[src/hdl/ffea_pkg.sv]
// Shared types and constants for the first-fit extent allocator.
`timescale 1ns / 1ps

package ffea_pkg;

  localparam int DATA_W      = 32;
  localparam int QUEUE_DEPTH = 2;
  localparam int QPTR_W      = $clog2(QUEUE_DEPTH);
  localparam int QOCC_W      = $clog2(QUEUE_DEPTH + 1);

  // Result status codes
  typedef enum logic [1:0] {
    ST_OK    = 2'd0,
    ST_ZERO  = 2'd1,
    ST_NOFIT = 2'd2,
    ST_FULL  = 2'd3
  } status_t;

  // Request classes handed from front to back
  typedef enum logic [1:0] {
    CMD_ALLOC = 2'd0,
    CMD_LOAD  = 2'd1,
    CMD_ZERO  = 2'd2,
    CMD_NOFIT = 2'd3
  } cmd_kind_t;

  // Classified request: amount is the rounded size for an allocate,
  // the extent length for a load
  typedef struct packed {
    cmd_kind_t           kind;
    logic [DATA_W-1:0]   base;
    logic [DATA_W-1:0]   amount;
  } cmd_t;

  // One table entry as stored in the RAM
  typedef struct packed {
    logic [DATA_W-1:0] base;
    logic [DATA_W-1:0] len;
  } slot_t;

  typedef enum logic [2:0] {
    BK_IDLE,
    BK_SCAN_RD,
    BK_SCAN_CMP,
    BK_MOV_RD,
    BK_MOV_WR,
    BK_FINISH
  } bk_state_t;

endpackage

[src/hdl/ffea_req_if.sv]
// Request channel: valid/ready handshake with the request fields.
`timescale 1ns / 1ps

interface ffea_req_if;
  logic        valid;
  logic        ready;
  logic        req_type;
  logic [31:0] req_bytes;
  logic [31:0] extent_start;
  logic [31:0] extent_size;

  modport source (output valid, output req_type, output req_bytes,
                  output extent_start, output extent_size, input ready);
  modport sink   (input valid, input req_type, input req_bytes,
                  input extent_start, input extent_size, output ready);
endinterface

[src/hdl/ffea_rsp_if.sv]
// Result channel: valid/ready handshake with the result fields.
`timescale 1ns / 1ps

interface ffea_rsp_if;
  logic        valid;
  logic        ready;
  logic [1:0]  status;
  logic [31:0] alloc_address;
  logic [31:0] free_remaining;

  modport source (output valid, output status, output alloc_address,
                  output free_remaining, input ready);
  modport sink   (input valid, input status, input alloc_address,
                  input free_remaining, output ready);
endinterface

[src/hdl/ffea_ram.sv]
// Generic single-write, single-read RAM with registered read data.
`timescale 1ns / 1ps

module ffea_ram #(
  parameter int WIDTH = 64,
  parameter int DEPTH = 16
) (
  input  logic                     clk,
  input  logic                     we,
  input  logic [$clog2(DEPTH)-1:0] waddr,
  input  logic [WIDTH-1:0]         wdata,
  input  logic [$clog2(DEPTH)-1:0] raddr,
  output logic [WIDTH-1:0]         rdata
);

  logic [WIDTH-1:0] mem [DEPTH];
  logic [WIDTH-1:0] rdata_r;

  always_ff @(posedge clk) begin
    if (we) begin
      mem[waddr] <= wdata;
    end
    rdata_r <= mem[raddr];
  end

  assign rdata = rdata_r;

endmodule

[src/hdl/ffea_front.sv]
// Front end: takes requests, rounds and classifies them, queues commands.
`timescale 1ns / 1ps

module ffea_front #(
  parameter int GRAIN_BYTES = 8
) (
  input  logic          clk,
  input  logic          rst_n,
  ffea_req_if.sink      in_req,
  output logic          q_valid,
  input  logic          q_ready,
  output ffea_pkg::cmd_t q_cmd
);
  import ffea_pkg::*;

  // GRAIN_BYTES is a power of two; rounding is add-then-mask
  localparam logic [DATA_W:0]   GRAIN_ADD  = (DATA_W+1)'(GRAIN_BYTES - 1);
  localparam logic [DATA_W-1:0] GRAIN_MASK = ~(DATA_W'(GRAIN_BYTES - 1));

  cmd_t              q_mem_r [QUEUE_DEPTH];
  logic [QPTR_W-1:0] wr_ptr_r, wr_ptr_nxt;
  logic [QPTR_W-1:0] rd_ptr_r, rd_ptr_nxt;
  logic [QOCC_W-1:0] occ_r, occ_nxt;

  logic              push, pop;
  logic [DATA_W:0]   sum_rnd;
  cmd_t              cls_cmd;

  // Classify the incoming request
  always_comb begin
    sum_rnd        = {1'b0, in_req.req_bytes} + GRAIN_ADD;
    cls_cmd.base   = in_req.extent_start;
    cls_cmd.amount = sum_rnd[DATA_W-1:0] & GRAIN_MASK;
    cls_cmd.kind   = CMD_ALLOC;
    if (in_req.req_type) begin
      cls_cmd.kind   = CMD_LOAD;
      cls_cmd.amount = in_req.extent_size;
    end else if (in_req.req_bytes == '0) begin
      cls_cmd.kind = CMD_ZERO;
    end else if (sum_rnd[DATA_W]) begin
      cls_cmd.kind = CMD_NOFIT;
    end
  end

  // Command queue
  assign in_req.ready = (occ_r != QOCC_W'(QUEUE_DEPTH));
  assign push         = in_req.valid && in_req.ready;
  assign q_valid      = (occ_r != '0);
  assign pop          = q_valid && q_ready;
  assign q_cmd        = q_mem_r[rd_ptr_r];

  always_comb begin
    wr_ptr_nxt = push ? wr_ptr_r + QPTR_W'(1) : wr_ptr_r;
    rd_ptr_nxt = pop  ? rd_ptr_r + QPTR_W'(1) : rd_ptr_r;
    occ_nxt    = occ_r;
    if (push && !pop) begin
      occ_nxt = occ_r + QOCC_W'(1);
    end else if (pop && !push) begin
      occ_nxt = occ_r - QOCC_W'(1);
    end
  end

  always_ff @(posedge clk) begin
    if (!rst_n) begin
      wr_ptr_r <= '0;
      rd_ptr_r <= '0;
      occ_r    <= '0;
    end else begin
      wr_ptr_r <= wr_ptr_nxt;
      rd_ptr_r <= rd_ptr_nxt;
      occ_r    <= occ_nxt;
    end
  end

  always_ff @(posedge clk) begin
    if (push) begin
      q_mem_r[wr_ptr_r] <= cls_cmd;
    end
  end

`ifndef ASSERT_OFF
  a_occ_bound: assert property (@(posedge clk) disable iff (!rst_n)
    occ_r <= QOCC_W'(QUEUE_DEPTH))
    else $error("command queue over capacity");

  a_push_grows: assert property (@(posedge clk) disable iff (!rst_n)
    (push && !pop) |=> (occ_r == $past(occ_r) + QOCC_W'(1)))
    else $error("queue occupancy did not grow on push");

  a_pop_shrinks: assert property (@(posedge clk) disable iff (!rst_n)
    (pop && !push) |=> (occ_r == $past(occ_r) - QOCC_W'(1)))
    else $error("queue occupancy did not shrink on pop");
`endif

endmodule

[src/hdl/ffea_back.sv]
// Back end: runs commands against the extent table and drives results.
`timescale 1ns / 1ps

module ffea_back #(
  parameter int FREE_SLOTS = 16
) (
  input  logic           clk,
  input  logic           rst_n,
  input  logic           q_valid,
  output logic           q_ready,
  input  ffea_pkg::cmd_t q_cmd,
  ffea_rsp_if.source     out_rsp
);
  import ffea_pkg::*;

  localparam int IDX_W = $clog2(FREE_SLOTS);
  localparam int CNT_W = $clog2(FREE_SLOTS + 1);

  bk_state_t          state_r, state_nxt;
  logic [CNT_W-1:0]   count_r, count_nxt;
  logic [DATA_W-1:0]  total_r, total_nxt;
  logic [IDX_W-1:0]   idx_r, idx_nxt;
  logic [DATA_W-1:0]  need_r, need_nxt;
  logic [DATA_W-1:0]  addr_r, addr_nxt;

  logic               out_valid_r;
  status_t            out_status_r;
  logic [DATA_W-1:0]  out_addr_r;
  logic [DATA_W-1:0]  out_free_r;

  logic               res_load;
  status_t            res_status;
  logic [DATA_W-1:0]  res_addr;

  logic               ram_we;
  logic [IDX_W-1:0]   ram_waddr, ram_raddr;
  slot_t              ram_wdata, ram_rdata;

  logic               take;
  logic               table_full;
  logic [CNT_W-1:0]   idx_ext;

  assign take       = q_valid && q_ready;
  assign table_full = (count_r == CNT_W'(FREE_SLOTS));
  assign idx_ext    = CNT_W'(idx_r);

  ffea_ram #(
    .WIDTH ($bits(slot_t)),
    .DEPTH (FREE_SLOTS)
  ) u_table (
    .clk   (clk),
    .we    (ram_we),
    .waddr (ram_waddr),
    .wdata (ram_wdata),
    .raddr (ram_raddr),
    .rdata (ram_rdata)
  );

  // Next state
  always_comb begin
    state_nxt = state_r;
    case (state_r)
      BK_IDLE: begin
        if (take && q_cmd.kind == CMD_ALLOC && count_r != '0) begin
          state_nxt = BK_SCAN_RD;
        end
      end
      BK_SCAN_RD: state_nxt = BK_SCAN_CMP;
      BK_SCAN_CMP: begin
        if (ram_rdata.len == need_r) begin
          state_nxt = (idx_ext + CNT_W'(1) < count_r) ? BK_MOV_RD : BK_FINISH;
        end else if (ram_rdata.len > need_r) begin
          state_nxt = BK_IDLE;
        end else if (idx_ext + CNT_W'(1) >= count_r) begin
          state_nxt = BK_IDLE;
        end else begin
          state_nxt = BK_SCAN_RD;
        end
      end
      BK_MOV_RD: state_nxt = BK_MOV_WR;
      BK_MOV_WR: begin
        state_nxt = (idx_ext + CNT_W'(2) < count_r) ? BK_MOV_RD : BK_FINISH;
      end
      BK_FINISH: state_nxt = BK_IDLE;
      default:   state_nxt = BK_IDLE;
    endcase
  end

  // Datapath and outputs per state
  always_comb begin
    count_nxt  = count_r;
    total_nxt  = total_r;
    idx_nxt    = idx_r;
    need_nxt   = need_r;
    addr_nxt   = addr_r;
    q_ready    = 1'b0;
    res_load   = 1'b0;
    res_status = ST_OK;
    res_addr   = '0;
    ram_we     = 1'b0;
    ram_waddr  = idx_r;
    ram_raddr  = idx_r;
    ram_wdata  = ram_rdata;
    case (state_r)
      BK_IDLE: begin
        // Start a command only when the result register is free
        q_ready = !out_valid_r;
        if (take) begin
          case (q_cmd.kind)
            CMD_LOAD: begin
              res_load = 1'b1;
              if (table_full) begin
                res_status = ST_FULL;
              end else begin
                ram_we         = 1'b1;
                ram_waddr      = count_r[IDX_W-1:0];
                ram_wdata.base = q_cmd.base;
                ram_wdata.len  = q_cmd.amount;
                count_nxt      = count_r + CNT_W'(1);
                total_nxt      = total_r + q_cmd.amount;
              end
            end
            CMD_ZERO: begin
              res_load   = 1'b1;
              res_status = ST_ZERO;
            end
            CMD_NOFIT: begin
              res_load   = 1'b1;
              res_status = ST_NOFIT;
            end
            CMD_ALLOC: begin
              need_nxt = q_cmd.amount;
              idx_nxt  = '0;
              if (count_r == '0) begin
                res_load   = 1'b1;
                res_status = ST_NOFIT;
              end
            end
            default: begin
              res_load   = 1'b1;
              res_status = ST_NOFIT;
            end
          endcase
        end
      end
      BK_SCAN_RD: ram_raddr = idx_r;
      BK_SCAN_CMP: begin
        if (ram_rdata.len == need_r) begin
          // Exact fit: remember base, then close the gap
          addr_nxt = ram_rdata.base;
        end else if (ram_rdata.len > need_r) begin
          // Split: carve the front of the extent
          ram_we         = 1'b1;
          ram_waddr      = idx_r;
          ram_wdata.base = ram_rdata.base + need_r;
          ram_wdata.len  = ram_rdata.len - need_r;
          total_nxt      = total_r - need_r;
          res_load       = 1'b1;
          res_status     = ST_OK;
          res_addr       = ram_rdata.base;
        end else if (idx_ext + CNT_W'(1) >= count_r) begin
          res_load   = 1'b1;
          res_status = ST_NOFIT;
        end else begin
          idx_nxt = idx_r + IDX_W'(1);
        end
      end
      BK_MOV_RD: ram_raddr = idx_r + IDX_W'(1);
      BK_MOV_WR: begin
        ram_we    = 1'b1;
        ram_waddr = idx_r;
        ram_wdata = ram_rdata;
        idx_nxt   = idx_r + IDX_W'(1);
      end
      BK_FINISH: begin
        count_nxt  = count_r - CNT_W'(1);
        total_nxt  = total_r - need_r;
        res_load   = 1'b1;
        res_status = ST_OK;
        res_addr   = addr_r;
      end
      default: ;
    endcase
  end

  always_ff @(posedge clk) begin
    if (!rst_n) begin
      state_r     <= BK_IDLE;
      count_r     <= '0;
      total_r     <= '0;
      out_valid_r <= 1'b0;
    end else begin
      state_r <= state_nxt;
      count_r <= count_nxt;
      total_r <= total_nxt;
      if (res_load) begin
        out_valid_r <= 1'b1;
      end else if (out_rsp.ready) begin
        out_valid_r <= 1'b0;
      end
    end
  end

  always_ff @(posedge clk) begin
    idx_r  <= idx_nxt;
    need_r <= need_nxt;
    addr_r <= addr_nxt;
    if (res_load) begin
      out_status_r <= res_status;
      out_addr_r   <= res_addr;
      out_free_r   <= total_nxt;
    end
  end

  assign out_rsp.valid          = out_valid_r;
  assign out_rsp.status         = out_status_r;
  assign out_rsp.alloc_address  = out_addr_r;
  assign out_rsp.free_remaining = out_free_r;

`ifndef ASSERT_OFF
  a_count_bound: assert property (@(posedge clk) disable iff (!rst_n)
    count_r <= CNT_W'(FREE_SLOTS))
    else $error("extent count beyond table size");

  a_result_slot_free: assert property (@(posedge clk) disable iff (!rst_n)
    res_load |-> !out_valid_r)
    else $error("result produced while result register still full");

  a_scan_in_range: assert property (@(posedge clk) disable iff (!rst_n)
    (state_r == BK_SCAN_CMP || state_r == BK_MOV_RD) |-> (idx_ext < count_r))
    else $error("table index beyond valid entries");

  a_take_idle: assert property (@(posedge clk) disable iff (!rst_n)
    take |-> (state_r == BK_IDLE))
    else $error("command taken while busy");
`endif

endmodule

[src/hdl/first_fit_extent_allocator.sv]
// Top level of the first-fit extent allocator.
`timescale 1ns / 1ps

// First-fit extent allocator. Load requests append a free extent (base, length)
// to a table of FREE_SLOTS entries, kept in load order, and add its length to
// the free total (a full table gives ST_FULL); allocate requests round the byte
// count up to GRAIN_BYTES (a power of two) and take the first extent that is
// large enough, splitting it or, on an exact fit, removing it and moving the
// later entries down. Each request gives exactly one result. A taken request
// waits in the front queue until the back end takes it; the queue holds two
// requests, so the input keeps accepting while the table is busy until the queue
// is full. In the back end, loads, zero-byte and overflow requests and allocates
// on an empty table finish in the idle state; an allocate otherwise scans from
// the first entry, and a miss reads every entry in use. The table RAM has a
// registered read, so each entry takes a read state and then a compare or write
// state. A new request starts only once the previous result has left the output
// register.

module first_fit_extent_allocator #(
  parameter int FREE_SLOTS  = 16,
  parameter int GRAIN_BYTES = 8
) (
  input  logic       clk,
  input  logic       rst_n,
  ffea_req_if.sink   in_req,
  ffea_rsp_if.source out_rsp
);
  import ffea_pkg::*;

  logic q_valid;
  logic q_ready;
  cmd_t q_cmd;

  ffea_front #(
    .GRAIN_BYTES (GRAIN_BYTES)
  ) u_front (
    .clk     (clk),
    .rst_n   (rst_n),
    .in_req  (in_req),
    .q_valid (q_valid),
    .q_ready (q_ready),
    .q_cmd   (q_cmd)
  );

  ffea_back #(
    .FREE_SLOTS (FREE_SLOTS)
  ) u_back (
    .clk     (clk),
    .rst_n   (rst_n),
    .q_valid (q_valid),
    .q_ready (q_ready),
    .q_cmd   (q_cmd),
    .out_rsp (out_rsp)
  );

endmodule
[src/flat_wrapper.sv]
// flat-port wrapper written by rule: the top's interface ports become plain ports
module first_fit_extent_allocator_flat import ffea_pkg::*;
#(
  parameter int FREE_SLOTS  = 16,
  parameter int GRAIN_BYTES = 8
)
  (clk, rst_n, in_req_valid, in_req_req_type, in_req_req_bytes, in_req_extent_start, in_req_extent_size, in_req_ready, out_rsp_valid, out_rsp_status, out_rsp_alloc_address, out_rsp_free_remaining, out_rsp_ready);
  ffea_req_if in_req_i ();
  ffea_rsp_if out_rsp_i ();
  input  logic clk;
  input  logic rst_n;
  input wire logic [$bits(in_req_i.valid)-1:0] in_req_valid;
  input wire logic [$bits(in_req_i.req_type)-1:0] in_req_req_type;
  input wire logic [$bits(in_req_i.req_bytes)-1:0] in_req_req_bytes;
  input wire logic [$bits(in_req_i.extent_start)-1:0] in_req_extent_start;
  input wire logic [$bits(in_req_i.extent_size)-1:0] in_req_extent_size;
  output wire logic [$bits(in_req_i.ready)-1:0] in_req_ready;
  output wire logic [$bits(out_rsp_i.valid)-1:0] out_rsp_valid;
  output wire logic [$bits(out_rsp_i.status)-1:0] out_rsp_status;
  output wire logic [$bits(out_rsp_i.alloc_address)-1:0] out_rsp_alloc_address;
  output wire logic [$bits(out_rsp_i.free_remaining)-1:0] out_rsp_free_remaining;
  input wire logic [$bits(out_rsp_i.ready)-1:0] out_rsp_ready;
  assign in_req_i.valid = in_req_valid;
  assign in_req_i.req_type = in_req_req_type;
  assign in_req_i.req_bytes = in_req_req_bytes;
  assign in_req_i.extent_start = in_req_extent_start;
  assign in_req_i.extent_size = in_req_extent_size;
  assign in_req_ready = in_req_i.ready;
  assign out_rsp_valid = out_rsp_i.valid;
  assign out_rsp_status = out_rsp_i.status;
  assign out_rsp_alloc_address = out_rsp_i.alloc_address;
  assign out_rsp_free_remaining = out_rsp_i.free_remaining;
  assign out_rsp_i.ready = out_rsp_ready;
  first_fit_extent_allocator #(.FREE_SLOTS(FREE_SLOTS), .GRAIN_BYTES(GRAIN_BYTES)) u_core (.clk(clk), .rst_n(rst_n), .in_req(in_req_i), .out_rsp(out_rsp_i));
endmodule
[config.mk]
export PLATFORM = sky130hd
export DESIGN_NAME = first_fit_extent_allocator_flat
export DESIGN_NICKNAME = d
export VERILOG_FILES = /design/src/hdl/ffea_pkg.sv /design/src/hdl/ffea_req_if.sv /design/src/hdl/ffea_rsp_if.sv /design/src/hdl/ffea_ram.sv /design/src/hdl/ffea_front.sv /design/src/hdl/ffea_back.sv /design/src/hdl/first_fit_extent_allocator.sv /design/src/flat_wrapper.sv
export SDC_FILE = /design/constraint.sdc
export NUM_CORES = 2
export LEC_CHECK = 0
export BUFFER_PORTS_ARGS = -buffer_cell sky130_fd_sc_hd__buf_2
export CORE_ASPECT_RATIO = 1.4
export CORE_MARGIN = 3
export CORE_UTILIZATION = 35
export DETAILED_ROUTE_END_ITERATION = 7
export HOLD_SLACK_MARGIN = 0.15
export PLACE_DENSITY = 0.49
export SLEW_MARGIN = 20
export SYNTH_ARGS = -nofsm -noshare
export SYNTH_HDL_FRONTEND = slang
export SYNTH_SLANG_ARGS = --single-unit
[constraint.sdc]
create_clock -name clk -period 15.1 [get_ports clk]
set_input_delay 3.02 -clock clk [delete_from_list [all_inputs] [get_ports clk]]
set_output_delay 3.02 -clock clk [all_outputs]
set_load 0.02 [all_outputs]
==> results.md <==
| Stage | Parameter | Reported |
|---|---|---|
| job | Max-cap viol count | 0 |
| clocking | H-tree lvl count | 4 |
| grt | First-pass GRT wire length | 253700 µm |
| synth | Post-synth EDFFs | 1290 |
| critical path | Type of the worst setup path | reg2reg |
| critical path | Type of element launching the critical path | flip-flop |
| layout | Fin nets | 3977 |
| floorplanning | Starting Density | 0.3527 |
| clocking | Cts-stage hold buffer count | 0 |
| clocking | CTS Root Buffer Type | sky130_fd_sc_hd__clkbuf_16 |
| floorplanning | Number of placement rows | 179 |
| synth | Cells after synthesis | 3485 |
| grt | Number of global-route vias before repair | 34390 |
| timing | Setup clock skew after layout | 34.83 ps |
| clocking | Post-CTS Setup Bufs | 0 |
| floorplanning | DIE WIDTH | 356.0 µm |
| timing | Final worst-path setup slack | 9380 ps |
| layout | Fraction of final layout cells sized beyond drive strength 1 | 0.2382 |
| routing | Antenna violation net count after detailed routing | 0 |
| synth | Post-Syn Area per Cell | 17.23 µm² |
| critical path | Kind of cell with the highest combined delay on the critical path | compound AO/OA/AOI/OAI gates |
| clocking | Clock Sink Count | 1400 |
| critical path | Highest net fanout along the worst path | 16 |
| min path | Class of the most critical hold timing path | reg2reg |
| routing | Number of vias after detailed routing | 33660 |
| synth | Share of synthesized cell area in and, or, nand and nor gates | 0.04478 |
| critical path | Critical path startpoint | u_core.u_back.u_table.rdata[44] |
| synth | Dominant combinational cell family by area after synthesis | multiplexers |
| grt | Maximum number of pins on one net before global-route repair | 66 |
| placed design | Place WS | 9304 ps |
| synth | Post-synthesis async set-or-reset flop share | 0 |
| critical path | Count of buffering cells on the critical path with inverters included | 0 |
| clocking | Number of buffers created by CTS | 141 |
| floorplanning | Placeable core area | 170200 µm² |
| clocking | Clock Path Buffers | 3 |
| synth | Synth Area in Adders | 0.03105 |
| grt | GRT Residual Overflow | 0 |
| power | Static Leak | 23.20 nW |
| clocking | Register clock-pin slew on the reported worst setup and hold paths | 70 ps |
| timing | Number of slew-limit violations in the final report | 0 |
| critical path | Worst path max stage delay | 780 ps |
| synth | Yosys warning total | 0 |
| routing | 1st-iter DRT viols | 3044 |
| placed design | Input/output buffers | 168 |
| synth | Top FF cell, synth | sky130_fd_sc_hd__edfxtp_1 |
| timing | Setup repair after global routing missed its margin | false |
| floorplanning | Die Outline Area | 176600 µm² |
| critical path | Most frequent CP cell | sky130_fd_sc_hd__o21ai_0 |
| synth | Multiplexer share of the synthesized area | 0.1343 |
| routing | Mean routed wirelength per cell | 29.04 µm |
| grt | GR Util All Layers | 0.2004 |
| timing | Share of the cycle needed by the critical path after routing | 0.3788 |
| synth | Post-synthesis instance area | 60040 µm² |
| critical path | Critical Path AT | 6160 ps |
| timing | Final hold viol count | 0 |
| placed design | Placement Cell Area | 63940 µm² |
| critical path | Critical Path, Cell by Cell | ha_1, a21oi_1, o21ai_0, a221oi_1, nand2_1, o221ai_1, o21ai_0, and2_1, a211oi_1, mux2i_1, nor2_1 |
| layout | Post-layout instance area | 68950 µm² |
| critical path | Highest-delay cell along the critical path | sky130_fd_sc_hd__nor2_1 |
| clocking | Clock tree from TritonCTS | yes |
| timing | Transition time at the pin with the least slew margin | 1067 ps |
| placed design | Final weighted congestion in routability-driven placement | 0.8710 |
| critical path | Launching point of the worst reg2reg path | u_core.u_back.u_table.rdata[44] |
| power | Power per unit of standard cell area | 183.2 nW/µm² |
| clocking | Resize count post-CTS | 0 |
| routing | Initial DRT Pass Iterations | 6 |
| clocking | Clock insertion delay at the later pin of the skew report | 800 ps |
| timing | Total setup violations reported at the end of the flow | 0 |
| routing | Vias per cell | 5.500 |
| timing | Relative max-transition margin | 0.2839 |
| floorplanning | Die height | 496.1 µm |
| run status | Result of the run | finished, final reports clean |
| synth | Post-synthesis share of cell area spent on xor and xnor gates | 0.02042 |
| critical path | Type of element capturing the critical path | flip-flop |
| timing | Achievable Freq | 174.8 MHz |
| routing | Routed wire length | 177700 µm |
| synth | Syn Nets | 3732 |
| power | Maximum vdd drop | 0.1216 mV |
| min path | Start point of the worst hold path | u_core.u_front.occ_r[1] |
| grt | Initial antenna violation count | 6 |
| synth | Library cells used by synthesis | 98 |
| synth | Area fraction in compound gates after synthesis | 0.07177 |
| layout | Area grow syn2layout | 14.84% |
| synth | Register bit count reported by yosys | 1400 |
| floorplanning | Count of boundary I/O pins | 169 |
| critical path | Critical path required time | 15540 ps |
| routing | DRC Markers | 0 |
| timing | Aggregate negative setup slack | 0 ps |
| placed design | HPWL after detailed placement | 113900 µm |
| timing | Minimum period implied by the final worst setup slack | 5720 ps |
| layout | Number of fill cells | 15400 |
| synth | Sequential share of the synthesized area | 0.6819 |
final cells by class:
class	count	area [µm²]	share of cell area
Timing Repair Buffer	256	1503	0.02179
Tap cell	2262	2830	0.04105
Multi-Input combinational cell	1854	18440	0.2675
Clock inverter	82	1030	0.01493
Sequential cell	1400	40940	0.5938
Clock buffer	181	3894	0.05647
Inverter	77	289.0	0.004192
Antenna cell	9	22.52	0.0003266
sequential cells by signal, summed over array words and instances (netlist names), named ones only:
register                              flops
u_core.u_back.idx_r                       4
u_core.u_back.need_r                     32
u_core.u_back.out_rsp.valid               1
u_core.u_back.u_table.rdata              64
u_core.u_back.u_table.mem              1024
u_core.u_front.q_mem_r                  132
u_core.u_front.wr_ptr_r                   1
u_core.u_back.count_r                     5
u_core.u_back.total_r                    32
u_core.u_back.addr_r                     32
u_core.u_front.rd_ptr_r                   1
u_core.u_back.state_r                     3
u_core.u_back.out_rsp.free_remaining     32
u_core.u_back.out_rsp.alloc_address      32
u_core.u_front.occ_r                      2
u_core.u_back.out_rsp.status              2
power by group:
part | internal [mW] | switching, mW
sequential | 5.10 | 0.294
combinational | 1.22 | 2.31
clock | 2.16 | 1.56
cell usage after synthesis (58+ instances only):
cell	number	share of area
sky130_fd_sc_hd__xnor2_1	71	0.010
sky130_fd_sc_hd__clkbuf_1	97	0.0061
sky130_fd_sc_hd__dfxtp_1	110	0.037
sky130_fd_sc_hd__nand2_1	162	0.010
sky130_fd_sc_hd__xor2_1	69	0.010
sky130_fd_sc_hd__nor2_1	144	0.0090
sky130_fd_sc_hd__inv_1	77	0.0048
sky130_fd_sc_hd__o21ai_0	116	0.0097
sky130_fd_sc_hd__edfxtp_1	1290	0.65
sky130_fd_sc_hd__mux4_2	320	0.12
sky130_fd_sc_hd__ha_1	141	0.029
sky130_fd_sc_hd__a21o_1	58	0.0073
sky130_fd_sc_hd__a21oi_1	126	0.011
worst register-to-register path, stage by stage, from the launching register on:
cell                       delay (ps)
sky130_fd_sc_hd__dfxtp_1          770
sky130_fd_sc_hd__ha_1             530
sky130_fd_sc_hd__a21oi_1          330
sky130_fd_sc_hd__o21ai_0          360
sky130_fd_sc_hd__a221oi_1         520
sky130_fd_sc_hd__nand2_1          100
sky130_fd_sc_hd__o221ai_1         500
sky130_fd_sc_hd__o21ai_0          380
sky130_fd_sc_hd__and2_1           290
sky130_fd_sc_hd__a211oi_1         660
sky130_fd_sc_hd__mux2i_1          170
sky130_fd_sc_hd__nor2_1           780
metal layers:
metal / wire [µm] / vias to the layer above / GRT usage
met5: 0 / - / 0
met4: 4141 / 0 / 0.05790
met3: 8213 / 213 / 0.02768
met2: 88790 / 1016 / 0.3425
met1: 76590 / 17800 / 0.2671
li1: - / 14630 / -
cell families after synthesis:
| family | count (synthesis) |
|---|---|
| flip-flops | 1400 |
| AO/OA/AOI/OAI | 621 |
| AND/OR/NAND/NOR | 546 |
| multiplexers | 401 |
| buffers and inverters | 231 |
| adder cells (fa/ha/maj) | 146 |
| XOR/XNOR | 140 |
placed cells by master (no fill, tap or decap), types with 45 or more instances in the layout:
cell,netlist,final
sky130_fd_sc_hd__buf_2,43,169
sky130_fd_sc_hd__buf_4,0,85
sky130_fd_sc_hd__mux4_2,320,320
sky130_fd_sc_hd__nor2_1,144,125
sky130_fd_sc_hd__inv_1,77,77
sky130_fd_sc_hd__a21oi_1,126,126
sky130_fd_sc_hd__xnor2_1,71,69
sky130_fd_sc_hd__o21ai_0,116,113
sky130_fd_sc_hd__nand2_1,162,161
sky130_fd_sc_hd__edfxtp_1,1290,1290
sky130_fd_sc_hd__mux2i_1,46,45
sky130_fd_sc_hd__clkbuf_16,0,145
sky130_fd_sc_hd__a21o_1,58,58
sky130_fd_sc_hd__dfxtp_1,110,109
sky130_fd_sc_hd__ha_1,141,141
sky130_fd_sc_hd__xor2_1,69,68
worst paths after layout:
check | depth (start not counted) | slack, ps | end
max reg2reg | 11 | 9380 | u_core.u_back.u_table.mem[6][63]
max | 11 | 9380 | u_core.u_back.u_table.mem[6][63]
min | 2 | 510 | u_core.u_front.occ_r[1]
min reg2reg | 2 | 510 | u_core.u_front.occ_r[1]
stage by stage:
| stage | hold slack, ps | util | power [mW] | instances |
|---|---|---|---|---|
| 5_1_grt | 552.5 | 0.4050 | 13.18 | 6113 |
| 3_5_place_dp | 504.8 | 0.3756 | 9.001 | 5848 |
| 3_3_place_gp | 497.5 | 0.3755 | 9.000 | 5847 |
| 6_report | 512.7 | 0.4051 | 12.63 | 6121 |
| 4_1_cts | 515.0 | 0.4046 | 12.75 | 6111 |
| 2_1_floorplan | 455.9 | - | 7.598 | 3485 |
Note: power is estimated with default switching activity, not from simulation.
